**config.mk**
```make
export PLATFORM = sky130hd
export DESIGN_NAME = particle_sensor_frame_decoder
export DESIGN_NICKNAME = d
export VERILOG_FILES = /design/src/hw/rtl/psfd_pkg.sv /design/src/hw/rtl/psfd_cell.sv /design/src/hw/rtl/psfd_decode.sv /design/src/hw/rtl/psfd_out_buf.sv /design/src/hw/rtl/particle_sensor_frame_decoder.sv
export SDC_FILE = /design/constraint.sdc
export NUM_CORES = 1
export LEC_CHECK = 0
export ABC_AREA = 1
export BUFFER_PORTS_ARGS = -buffer_cell sky130_fd_sc_hd__buf_2
export CORE_MARGIN = 3
export CORE_UTILIZATION = 45
export CTS_BUF_LIST = sky130_fd_sc_hd__clkbuf_8
export CTS_CLUSTER_DIAMETER = 30
export DETAILED_ROUTE_END_ITERATION = 8
export HOLD_SLACK_MARGIN = 0.02
export SETUP_SLACK_MARGIN = 0.15
export SYNTH_ARGS = -nofsm -noshare
export SYNTH_HDL_FRONTEND = slang
export SYNTH_SLANG_ARGS = --single-unit
```
**constraint.sdc**
```tcl
create_clock -name clk -period 13.7 [get_ports clk]
set_input_delay 0.685 -clock clk [delete_from_list [all_inputs] [get_ports clk]]
set_output_delay 0.685 -clock clk [all_outputs]
set_load 0.005 [all_outputs]
```
**src/hw/rtl/psfd_pkg.sv**
```systemverilog
package psfd_pkg;

  // Frame geometry of the sensor response.
  localparam int FRAME_LEN = 10;
  localparam int WIN_DEPTH = FRAME_LEN - 1;

  // Byte positions inside one frame.
  localparam int POS_HEADER  = 0;
  localparam int POS_CMD     = 1;
  localparam int POS_PM25_LO = 2;
  localparam int POS_PM25_HI = 3;
  localparam int POS_PM10_LO = 4;
  localparam int POS_PM10_HI = 5;
  localparam int POS_ID_LO   = 6;
  localparam int POS_ID_HI   = 7;
  localparam int POS_CHK     = 8;
  localparam int POS_TAIL    = FRAME_LEN - 1;

  // Configuration port.
  localparam int CFG_INDEX_W = 2;
  localparam int CFG_DATA_W  = 8;
  localparam logic [CFG_INDEX_W-1:0] REG_HEADER  = 2'd0;
  localparam logic [CFG_INDEX_W-1:0] REG_COMMAND = 2'd1;
  localparam logic [CFG_INDEX_W-1:0] REG_TAIL    = 2'd2;

  localparam logic [7:0] HEADER_RST  = 8'd170;
  localparam logic [7:0] COMMAND_RST = 8'd192;
  localparam logic [7:0] TAIL_RST    = 8'd171;

  // Result field widths.
  localparam int READING_W = 13;
  localparam int DEVICE_W  = 16;

  // Division by ten of a 16-bit value: (x * 52429) >> 19 is exact for every x below 2^16.
  localparam int          DIV10_SHIFT = 19;
  localparam logic [16:0] DIV10_MUL   = 17'd52429;
  localparam int          PROD_W      = 33;

  typedef logic [7:0] byte_t;
  typedef byte_t [FRAME_LEN-1:0] frame_t;

  typedef struct packed {
    byte_t header;
    byte_t command;
    byte_t tail;
  } cfg_t;

  typedef struct packed {
    logic                 frame_status;
    logic [READING_W-1:0] fine_particles;
    logic [READING_W-1:0] coarse_particles;
    logic [DEVICE_W-1:0]  device_number;
  } result_t;

endpackage

```
**src/hw/rtl/psfd_cell.sv**
```systemverilog
module psfd_cell (
  input  logic                 clk,
  input  logic                 rst_n,
  input  logic                 shift_en,
  input  psfd_pkg::byte_t      d_byte,
  input  logic                 d_valid,
  output psfd_pkg::byte_t      q_byte,
  output logic                 q_valid
);
  import psfd_pkg::*;

  byte_t byte_r;
  logic  valid_r;

  // The held word only changes when a new word enters the window.
  always_ff @(posedge clk) begin
    if (shift_en) begin
      byte_r <= d_byte;
    end
  end

  // Occupancy flag travels down the row with the word.
  always_ff @(posedge clk) begin
    if (!rst_n) begin
      valid_r <= 1'b0;
    end else if (shift_en) begin
      valid_r <= d_valid;
    end
  end

  assign q_byte  = byte_r;
  assign q_valid = valid_r;

endmodule

```
**src/hw/rtl/psfd_decode.sv**
```systemverilog
module psfd_decode (
  input  psfd_pkg::frame_t   frame,
  input  psfd_pkg::cfg_t     cfg,
  output logic               match,
  output psfd_pkg::result_t  result
);
  import psfd_pkg::*;

  logic [15:0]       pm25_raw;
  logic [15:0]       pm10_raw;
  logic [PROD_W-1:0] pm25_prod;
  logic [PROD_W-1:0] pm10_prod;
  byte_t             chk_sum;

  // Header, command and tail must all agree with the programmed values.
  assign match = (frame[POS_HEADER] == cfg.header) &&
                 (frame[POS_CMD] == cfg.command) &&
                 (frame[POS_TAIL] == cfg.tail);

  // Checksum is the low byte of the six data words added together.
  assign chk_sum = frame[POS_PM25_LO] + frame[POS_PM25_HI] + frame[POS_PM10_LO] +
                   frame[POS_PM10_HI] + frame[POS_ID_LO] + frame[POS_ID_HI];

  // Readings divided by ten through a reciprocal multiply.
  assign pm25_raw  = {frame[POS_PM25_HI], frame[POS_PM25_LO]};
  assign pm10_raw  = {frame[POS_PM10_HI], frame[POS_PM10_LO]};
  assign pm25_prod = PROD_W'(pm25_raw) * PROD_W'(DIV10_MUL);
  assign pm10_prod = PROD_W'(pm10_raw) * PROD_W'(DIV10_MUL);

  assign result.frame_status     = (chk_sum != frame[POS_CHK]);
  assign result.fine_particles   = pm25_prod[DIV10_SHIFT +: READING_W];
  assign result.coarse_particles = pm10_prod[DIV10_SHIFT +: READING_W];
  assign result.device_number    = {frame[POS_ID_HI], frame[POS_ID_LO]};

endmodule

```
**src/hw/rtl/psfd_out_buf.sv**
```systemverilog
module psfd_out_buf (
  input  logic               clk,
  input  logic               rst_n,
  input  logic               push,
  input  psfd_pkg::result_t  push_data,
  output logic               has_room,
  output logic               out_valid,
  input  logic               out_ready,
  output psfd_pkg::result_t  out_data
);
  import psfd_pkg::*;

  result_t out_r;
  result_t out_nxt;
  result_t skid_r;
  result_t skid_nxt;
  logic    out_valid_r;
  logic    out_valid_nxt;
  logic    skid_valid_r;
  logic    skid_valid_nxt;

  // Two-entry queue: the output register and a skid entry behind it.
  always_comb begin
    out_nxt        = out_r;
    skid_nxt       = skid_r;
    out_valid_nxt  = out_valid_r;
    skid_valid_nxt = skid_valid_r;
    if (out_valid_r && !out_ready) begin
      if (push) begin
        skid_nxt       = push_data;
        skid_valid_nxt = 1'b1;
      end
    end else if (skid_valid_r) begin
      out_nxt        = skid_r;
      out_valid_nxt  = 1'b1;
      skid_nxt       = push_data;
      skid_valid_nxt = push;
    end else begin
      out_nxt       = push_data;
      out_valid_nxt = push;
    end
  end

  always_ff @(posedge clk) begin
    out_r  <= out_nxt;
    skid_r <= skid_nxt;
  end

  always_ff @(posedge clk) begin
    if (!rst_n) begin
      out_valid_r  <= 1'b0;
      skid_valid_r <= 1'b0;
    end else begin
      out_valid_r  <= out_valid_nxt;
      skid_valid_r <= skid_valid_nxt;
    end
  end

  assign has_room  = !skid_valid_r;
  assign out_valid = out_valid_r;
  assign out_data  = out_r;

`ifndef SYNTHESIS
  // The skid entry is only ever filled behind a waiting output word.
  a_skid_behind_out: assert property (@(posedge clk) disable iff (!rst_n)
    skid_valid_r |-> out_valid_r)
    else $error("skid entry valid with empty output register");

  // No new result may arrive while both entries are occupied.
  a_no_overflow: assert property (@(posedge clk) disable iff (!rst_n)
    push |-> !skid_valid_r)
    else $error("result pushed into a full queue");

  // A stalled result is never dropped.
  a_hold_stalled: assert property (@(posedge clk) disable iff (!rst_n)
    (out_valid_r && !out_ready) |=> out_valid_r)
    else $error("stalled result lost");
`endif

endmodule

```
**src/hw/rtl/particle_sensor_frame_decoder.sv**
```systemverilog
// A matching frame's result enters the result queue registers when its tail word is taken.
// Throughput: one received word per cycle; the decode sits behind a row of nine word cells.
// The input stalls only when both entries of the two-deep result queue are occupied.
// Reset (rst_n, synchronous, active low) empties the window and the result queue and
// loads the header, command and tail registers with 170, 192 and 171.
module particle_sensor_frame_decoder (
  input  logic                                    clk,
  input  logic                                    rst_n,
  input  logic                                    in_valid,
  output logic                                    in_ready,
  input  logic [7:0]                              in_rx_byte,
  output logic                                    out_valid,
  input  logic                                    out_ready,
  output logic                                    out_frame_status,
  output logic [psfd_pkg::READING_W-1:0]          out_fine_particles,
  output logic [psfd_pkg::READING_W-1:0]          out_coarse_particles,
  output logic [psfd_pkg::DEVICE_W-1:0]           out_device_number,
  input  logic                                    cfg_we,
  input  logic [psfd_pkg::CFG_INDEX_W-1:0]        cfg_index,
  input  logic [psfd_pkg::CFG_DATA_W-1:0]         cfg_wdata
);
  import psfd_pkg::*;

  cfg_t    cfg_r;
  cfg_t    cfg_nxt;
  byte_t   win_byte  [WIN_DEPTH];
  logic    win_valid [WIN_DEPTH];
  byte_t   chain_byte [WIN_DEPTH];
  logic    chain_valid [WIN_DEPTH];
  frame_t  frame;
  logic    in_accept;
  logic    match;
  logic    push;
  result_t result;
  result_t out_data;

  // Configuration writes; an index past the last register is ignored.
  always_comb begin
    cfg_nxt = cfg_r;
    if (cfg_we) begin
      case (cfg_index)
        REG_HEADER:  cfg_nxt.header  = cfg_wdata;
        REG_COMMAND: cfg_nxt.command = cfg_wdata;
        REG_TAIL:    cfg_nxt.tail    = cfg_wdata;
        default:     cfg_nxt = cfg_r;
      endcase
    end
  end

  always_ff @(posedge clk) begin
    if (!rst_n) begin
      cfg_r.header  <= HEADER_RST;
      cfg_r.command <= COMMAND_RST;
      cfg_r.tail    <= TAIL_RST;
    end else begin
      cfg_r <= cfg_nxt;
    end
  end

  assign in_accept = in_valid && in_ready;

  // Row of word cells: the newest word enters at the last cell and moves towards cell zero.
  genvar k;
  generate
    for (k = 0; k < WIN_DEPTH; k++) begin : g_cell
      if (k == WIN_DEPTH - 1) begin : g_last
        assign chain_byte[k]  = in_rx_byte;
        assign chain_valid[k] = 1'b1;
      end else begin : g_mid
        assign chain_byte[k]  = win_byte[k+1];
        assign chain_valid[k] = win_valid[k+1];
      end

      psfd_cell u_cell (
        .clk      (clk),
        .rst_n    (rst_n),
        .shift_en (in_accept),
        .d_byte   (chain_byte[k]),
        .d_valid  (chain_valid[k]),
        .q_byte   (win_byte[k]),
        .q_valid  (win_valid[k])
      );

      assign frame[k] = win_byte[k];
    end
  endgenerate

  // The incoming word completes the candidate frame.
  assign frame[POS_TAIL] = in_rx_byte;

  psfd_decode u_decode (
    .frame  (frame),
    .cfg    (cfg_r),
    .match  (match),
    .result (result)
  );

  // A frame is only judged once the oldest cell holds a received word.
  assign push = in_accept && win_valid[0] && match;

  psfd_out_buf u_out_buf (
    .clk       (clk),
    .rst_n     (rst_n),
    .push      (push),
    .push_data (result),
    .has_room  (in_ready),
    .out_valid (out_valid),
    .out_ready (out_ready),
    .out_data  (out_data)
  );

  assign out_frame_status     = out_data.frame_status;
  assign out_fine_particles   = out_data.fine_particles;
  assign out_coarse_particles = out_data.coarse_particles;
  assign out_device_number    = out_data.device_number;

endmodule
```
# == Word level (Yosys, flattened, before mapping) ==
# Index checks and enable logic that the tools add are counted.
# Widths: inputs -> output; s select.
# totals
in_bits,23
out_inout_bits,45
regBits,193
word_cells,67
# classes
n_reduce_logical,14
mul,2
n_eq_ne,7
n_addsub,5
n_mux,8
# op_table
op,n
$mux 43,4
$mul 16x16->32 const B,2
$add 8x8->8,5
$eq 8x8->1,3
$ne 8x8->1,1
$reduce_and 2->1,4
$logic_and 1x1->1,6
$mux 1,4
$eq 2x1->1 const B,1
$eq 2x2->1 const B,1
$logic_not 1->1,2
$logic_not 2->1,1
$ne 2x1->1 const B,1
$reduce_bool 2->1,1

# == Longest topological paths before layout ==
# depth
depth_word,8
ltp_mapped,24

# == Cells and area by module ==
# A second synthesis with hierarchy kept.
# unflattened
hier_cells,1973
area_unflattened_um2,18450.2
# by_module_without_submodules
mod,seq_area_each_um2,instances,area_each_um2,cells_each
psfd_decode,0.0,1,11627.4,1466
psfd_out_buf,2622.5,1,3258.1,240
psfd_cell,260.2,9,281.5,14
particle_sensor_frame_decoder,480.5,1,1031.0,141

# == Least setup slack after synthesis ==
# No wires, ideal clock.
# synth_timing
path_kind,register to register
from,register g_cell[2].u_cell.byte_r[4]
to,"register u_out_buf.skid_r[40] (netlist bit), data pin"
slack_ps,8911
t_arrival_ps,4534
stages_incl_launch_ff,20
path_cell_list,edfxtp_1 > ha_1 > xor2_1 > ha_1 > fa_1 > inv_1 > fa_1 > inv_1 > fa_1 > inv_1 > fa_1 > inv_1 > ha_1 > a21oi_1 > o21ai_0 > inv_1 > nand2_1 > a21oi_1 > nand3_1 > and2_1
# synth_rtl
item,line,rtl
start: declaration,psfd_cell.sv:12,byte_t byte_r;
start signal: assignment,psfd_cell.sv:18,byte_r <= d_byte;
end signal: assignment,psfd_out_buf.sv:46,skid_r <= skid_nxt;
end: declaration,psfd_out_buf.sv:15,result_t skid_r;

# == Worst setup path in the final report ==
# layout_timing
from,register g_cell[5].u_cell.byte_r[0]
to,"register u_out_buf.out_r, in the netlist u_out_buf.out_data[28], data pin"
# layout_between
elab_chain_cells,2
# layout_lines
item,line,rtl
start: declaration,psfd_cell.sv:12,
start signal: assignment,psfd_cell.sv:18,
$mul 16x16->32,psfd_decode.sv:28,assign pm10_prod = PROD_W'(pm10_raw) * PROD_W'(DIV10_MUL);
$mux 43,psfd_out_buf.sv:33,end else if (skid_valid_r) begin
end signal: assignment,psfd_out_buf.sv:45,out_r <= out_nxt;
end: declaration,psfd_out_buf.sv:13,result_t out_r;
# No other way between the ends.
# A chain may end at the register's enable or synchronous reset.

==> reports/metrics.yaml <==
cells_and_area:
  final_common_cell: "inv_1"
  final_layout_size_suffix_gt1_share_pct: 7.15
  instances_no_fill: 2636
  layout_common_cells: "451 x inv_1, 421 x nand2_1, 267 x ha_1"
  num_antenna_cells: 0
  area_growth_pct: 7.55
  nets: 2573
hold_path:
  min_path_cells: 1
  hold_end: "g_cell[8].u_cell.q_byte[4]"
  hold_class: "in -> reg"
  worstHoldStart: "in_rx_byte[4]"
global_routing:
  grt.total_usage_pct: 21.2
  grt_start_max_net_pins: 82
  grt_overflow: 0
  grt_first_pass_wirelength_microns: 72800
  antenna_found_initial: 0
  grt_pass1_vias: 13700
timing:
  finalMaxSlewViolations: 0
  clock.fmax_mhz: 183
  slew_headroom_pct: 31.5
  rsz0062_at_grt: "false"
  tightest_slew_ns: 1.03
  clock_skew_ns: 0.0199
  hold_viol_final: 0
  finalCriticalPeriod_ns: 5.46
  finalSetupViolCount: 0
  worst_slack_ns: 8.24
  setup-tns-final_ns: 0
  min_period_over_period_pct: 39.8
cts:
  root_buffer: "clkbuf_8"
  htree_levels: 4
  postCtsHoldBufs: 0
  clock_sinks: 193
  clk_path_buf_depth: 2
  cts.clk_slew.worst_paths_ns: 0.12
  numCtsBuffers: 17
  cts-resized-gates: 0
  cts_tree: "yes"
  post-cts-setup-buffers: 0
  clk_latency_ns: 0.51
setup_path:
  r2r_cells: 19
  crit_top_cell: "fa_1"
  worst_ep_arrival_time_ns: 5.72
  worst-path-max-fanout: 7
  slowest_stage: "edfxtp_1"
  start_kind: "flop"
  r2r_slack_ns: 8.24
  cpPeakStageDelay_ns: 0.65
  crit_required_ns: 13.96
  r2r-start: "g_cell[5].u_cell.q_byte[0]"
  critical_path.cell_chain: "ha_1 > inv_1 > fa_1 > inv_1 > fa_1 > fa_1 > fa_1 > inv_1 > fa_1 > inv_1 > ha_1 > a21oi_1 > o21ai_0 > nand2_1 > nand2_1 > a21oi_1 > nand3_1 > nand3_1 > nand2_1"
  path_class: "reg -> reg"
  critPathCaptureType: "flop"
  r2r-end: "u_out_buf.out_data[28]"
route:
  drtIter0Drc: 815
  vias_per_cell: 4.98
  route.detailed.drc: 0
  routed_wirelength_microns: 44600
  first_pass_iters: 5
  avgRoutedWirePerCell_microns: 16.9
  via_count: 13100
  antenna_left: 0
place:
  place_worst_setup_slack_ns: 8.25
  dp.cells: 2604
  dp_hpwl_microns: 38100
  gp_congestion: 0.984
  io_buffers: 67
floorplan:
  rows: 73
  start_util_pct: 46.1
  io_pins: 68
  core-area_sq_mm: 0.0402
  dieArea_sq_mm: 0.0437
  die-width_microns: 209
  dieHeight_microns: 209
logic_synthesis:
  ys_warn_count: 0
  avgSynthCellArea_sq_um: 9.17
  syn_nets: 2497
  synth_top_area_share_pct: 25.6
  yosys-top-cells-area: "edfxtp_1 26%, fa_1 20%, ha_1 18%"
  ys_types: 36
  synth_cells: 2022
  synth_seq_area_share_pct: 29.4
  synth_ff_type: "edfxtp_1"
  synth_top_area_cell: "edfxtp_1"
  synth_edf_count: 158
  netlist_area_sq_mm: 0.0185
  async_flop_share_pct: 0
  ys_ff_latch: 193
job:
  cap_violations: 0
run_status:
  status: "finished clean"
cell families (layout without fill, tap and decap cells):
kind of cell | count (synthesis) | after routing | synth area share, %
adders and majority gates | 452 | 452 | 38.0
DFF | 193 | 193 | 29.4
buffers and inverters | 473 | 562 | 9.64
xor gates and xnor gates | 43 | 43 | 2.03
and+or+nand+nor | 723 | 723 | 17.1
AOI/OAI and AO/OA | 138 | 138 | 3.88
synth_stat cells, types with 4 or more instances:
cell type,number
inv_2,8
clkbuf_1,9
edfxtp_1,158
xnor2_1,19
a21oi_1,70
nand4_1,21
inv_1,451
xor2_1,24
nor2_4,4
nand3b_1,6
a21o_1,4
fa_1,185
o21ai_0,55
dfxtp_1,35
o21bai_1,7
ha_1,267
nor3_1,7
nand2_1,421
nor2_1,106
nor2_2,11
and2_1,27
nand3_1,95
nor3_2,9
nand2_2,8
per-stage QoR:
| step | cell area, sq um | hold WS, ns | util, % |
|---|---|---|---|
| floorplan | 18500 | 0.426 | - |
| global placement | 19500 | 0.441 | 48.5 |
| detailed placement | 19500 | 0.454 | 48.5 |
| CTS | 19900 | 0.347 | 49.6 |
| global route | 19900 | 0.356 | 49.6 |
| finish | 19900 | 0.378 | 49.6 |
metal layers:
metal  wire length, microns  global-route usage, %  vias up
met2                  20400                   34.5      261
met4                   1260                   6.81        0
li1                       -                      -     6524
met1                  21100                   29.6     6273
met5                      0                      0        -
met3                   1860                   2.99       64
layout make-up:
| cell class | count | area, sq um |
|---|---|---|
| clock buffer | 17 | 234 |
| inverter | 460 | 1730 |
| multi-input combinational | 1356 | 11300 |
| tap | 525 | 657 |
| clock inverter | 15 | 198 |
| timing repair buffer | 70 | 358 |
| fill | 3830 | 20300 |
| sequential | 193 | 5450 |
worst max path at each step:
| stage | startpoint | endpoint | slack, ns | depth (start not counted) |
|---|---|---|---|---|
| after floorplan | g_cell[2].u_cell.q_byte[4] | u_out_buf.skid_r[40] | 8.91 | 19 |
| after global placement | g_cell[3].u_cell.q_byte[0] | u_out_buf.out_data[41] | 8.25 | 19 |
| after detailed placement | g_cell[5].u_cell.q_byte[0] | u_out_buf.out_data[28] | 8.25 | 19 |
| after CTS | g_cell[5].u_cell.q_byte[0] | u_out_buf.out_data[28] | 8.21 | 19 |
| after global routing | g_cell[5].u_cell.q_byte[0] | u_out_buf.out_data[28] | 7.93 | 19 |
| final | g_cell[5].u_cell.q_byte[0] | u_out_buf.out_data[28] | 8.24 | 19 |
critical path: cells and delay by family, from the launching register on:
kind / cells / cell delay (ns)
simple gates: 5 / 0.47
flops: 1 / 0.65
fa+ha+maj: 7 / 3.19
compound gates: 3 / 0.70
buf+inv: 4 / 0.23
registers in the layout (all words and copies together) (netlist names):
name                    cells
g_cell.u_cell.q_valid       9
u_out_buf.skid_r           43
u_out_buf.out_valid         1
u_out_buf.skid_valid_r      1
u_out_buf.out_data         43
cfg_r                      24
g_cell.u_cell.q_byte       72
Power is not shown: default switching activity piles up to over one toggle a cycle in this logic, so the estimate is an artifact.
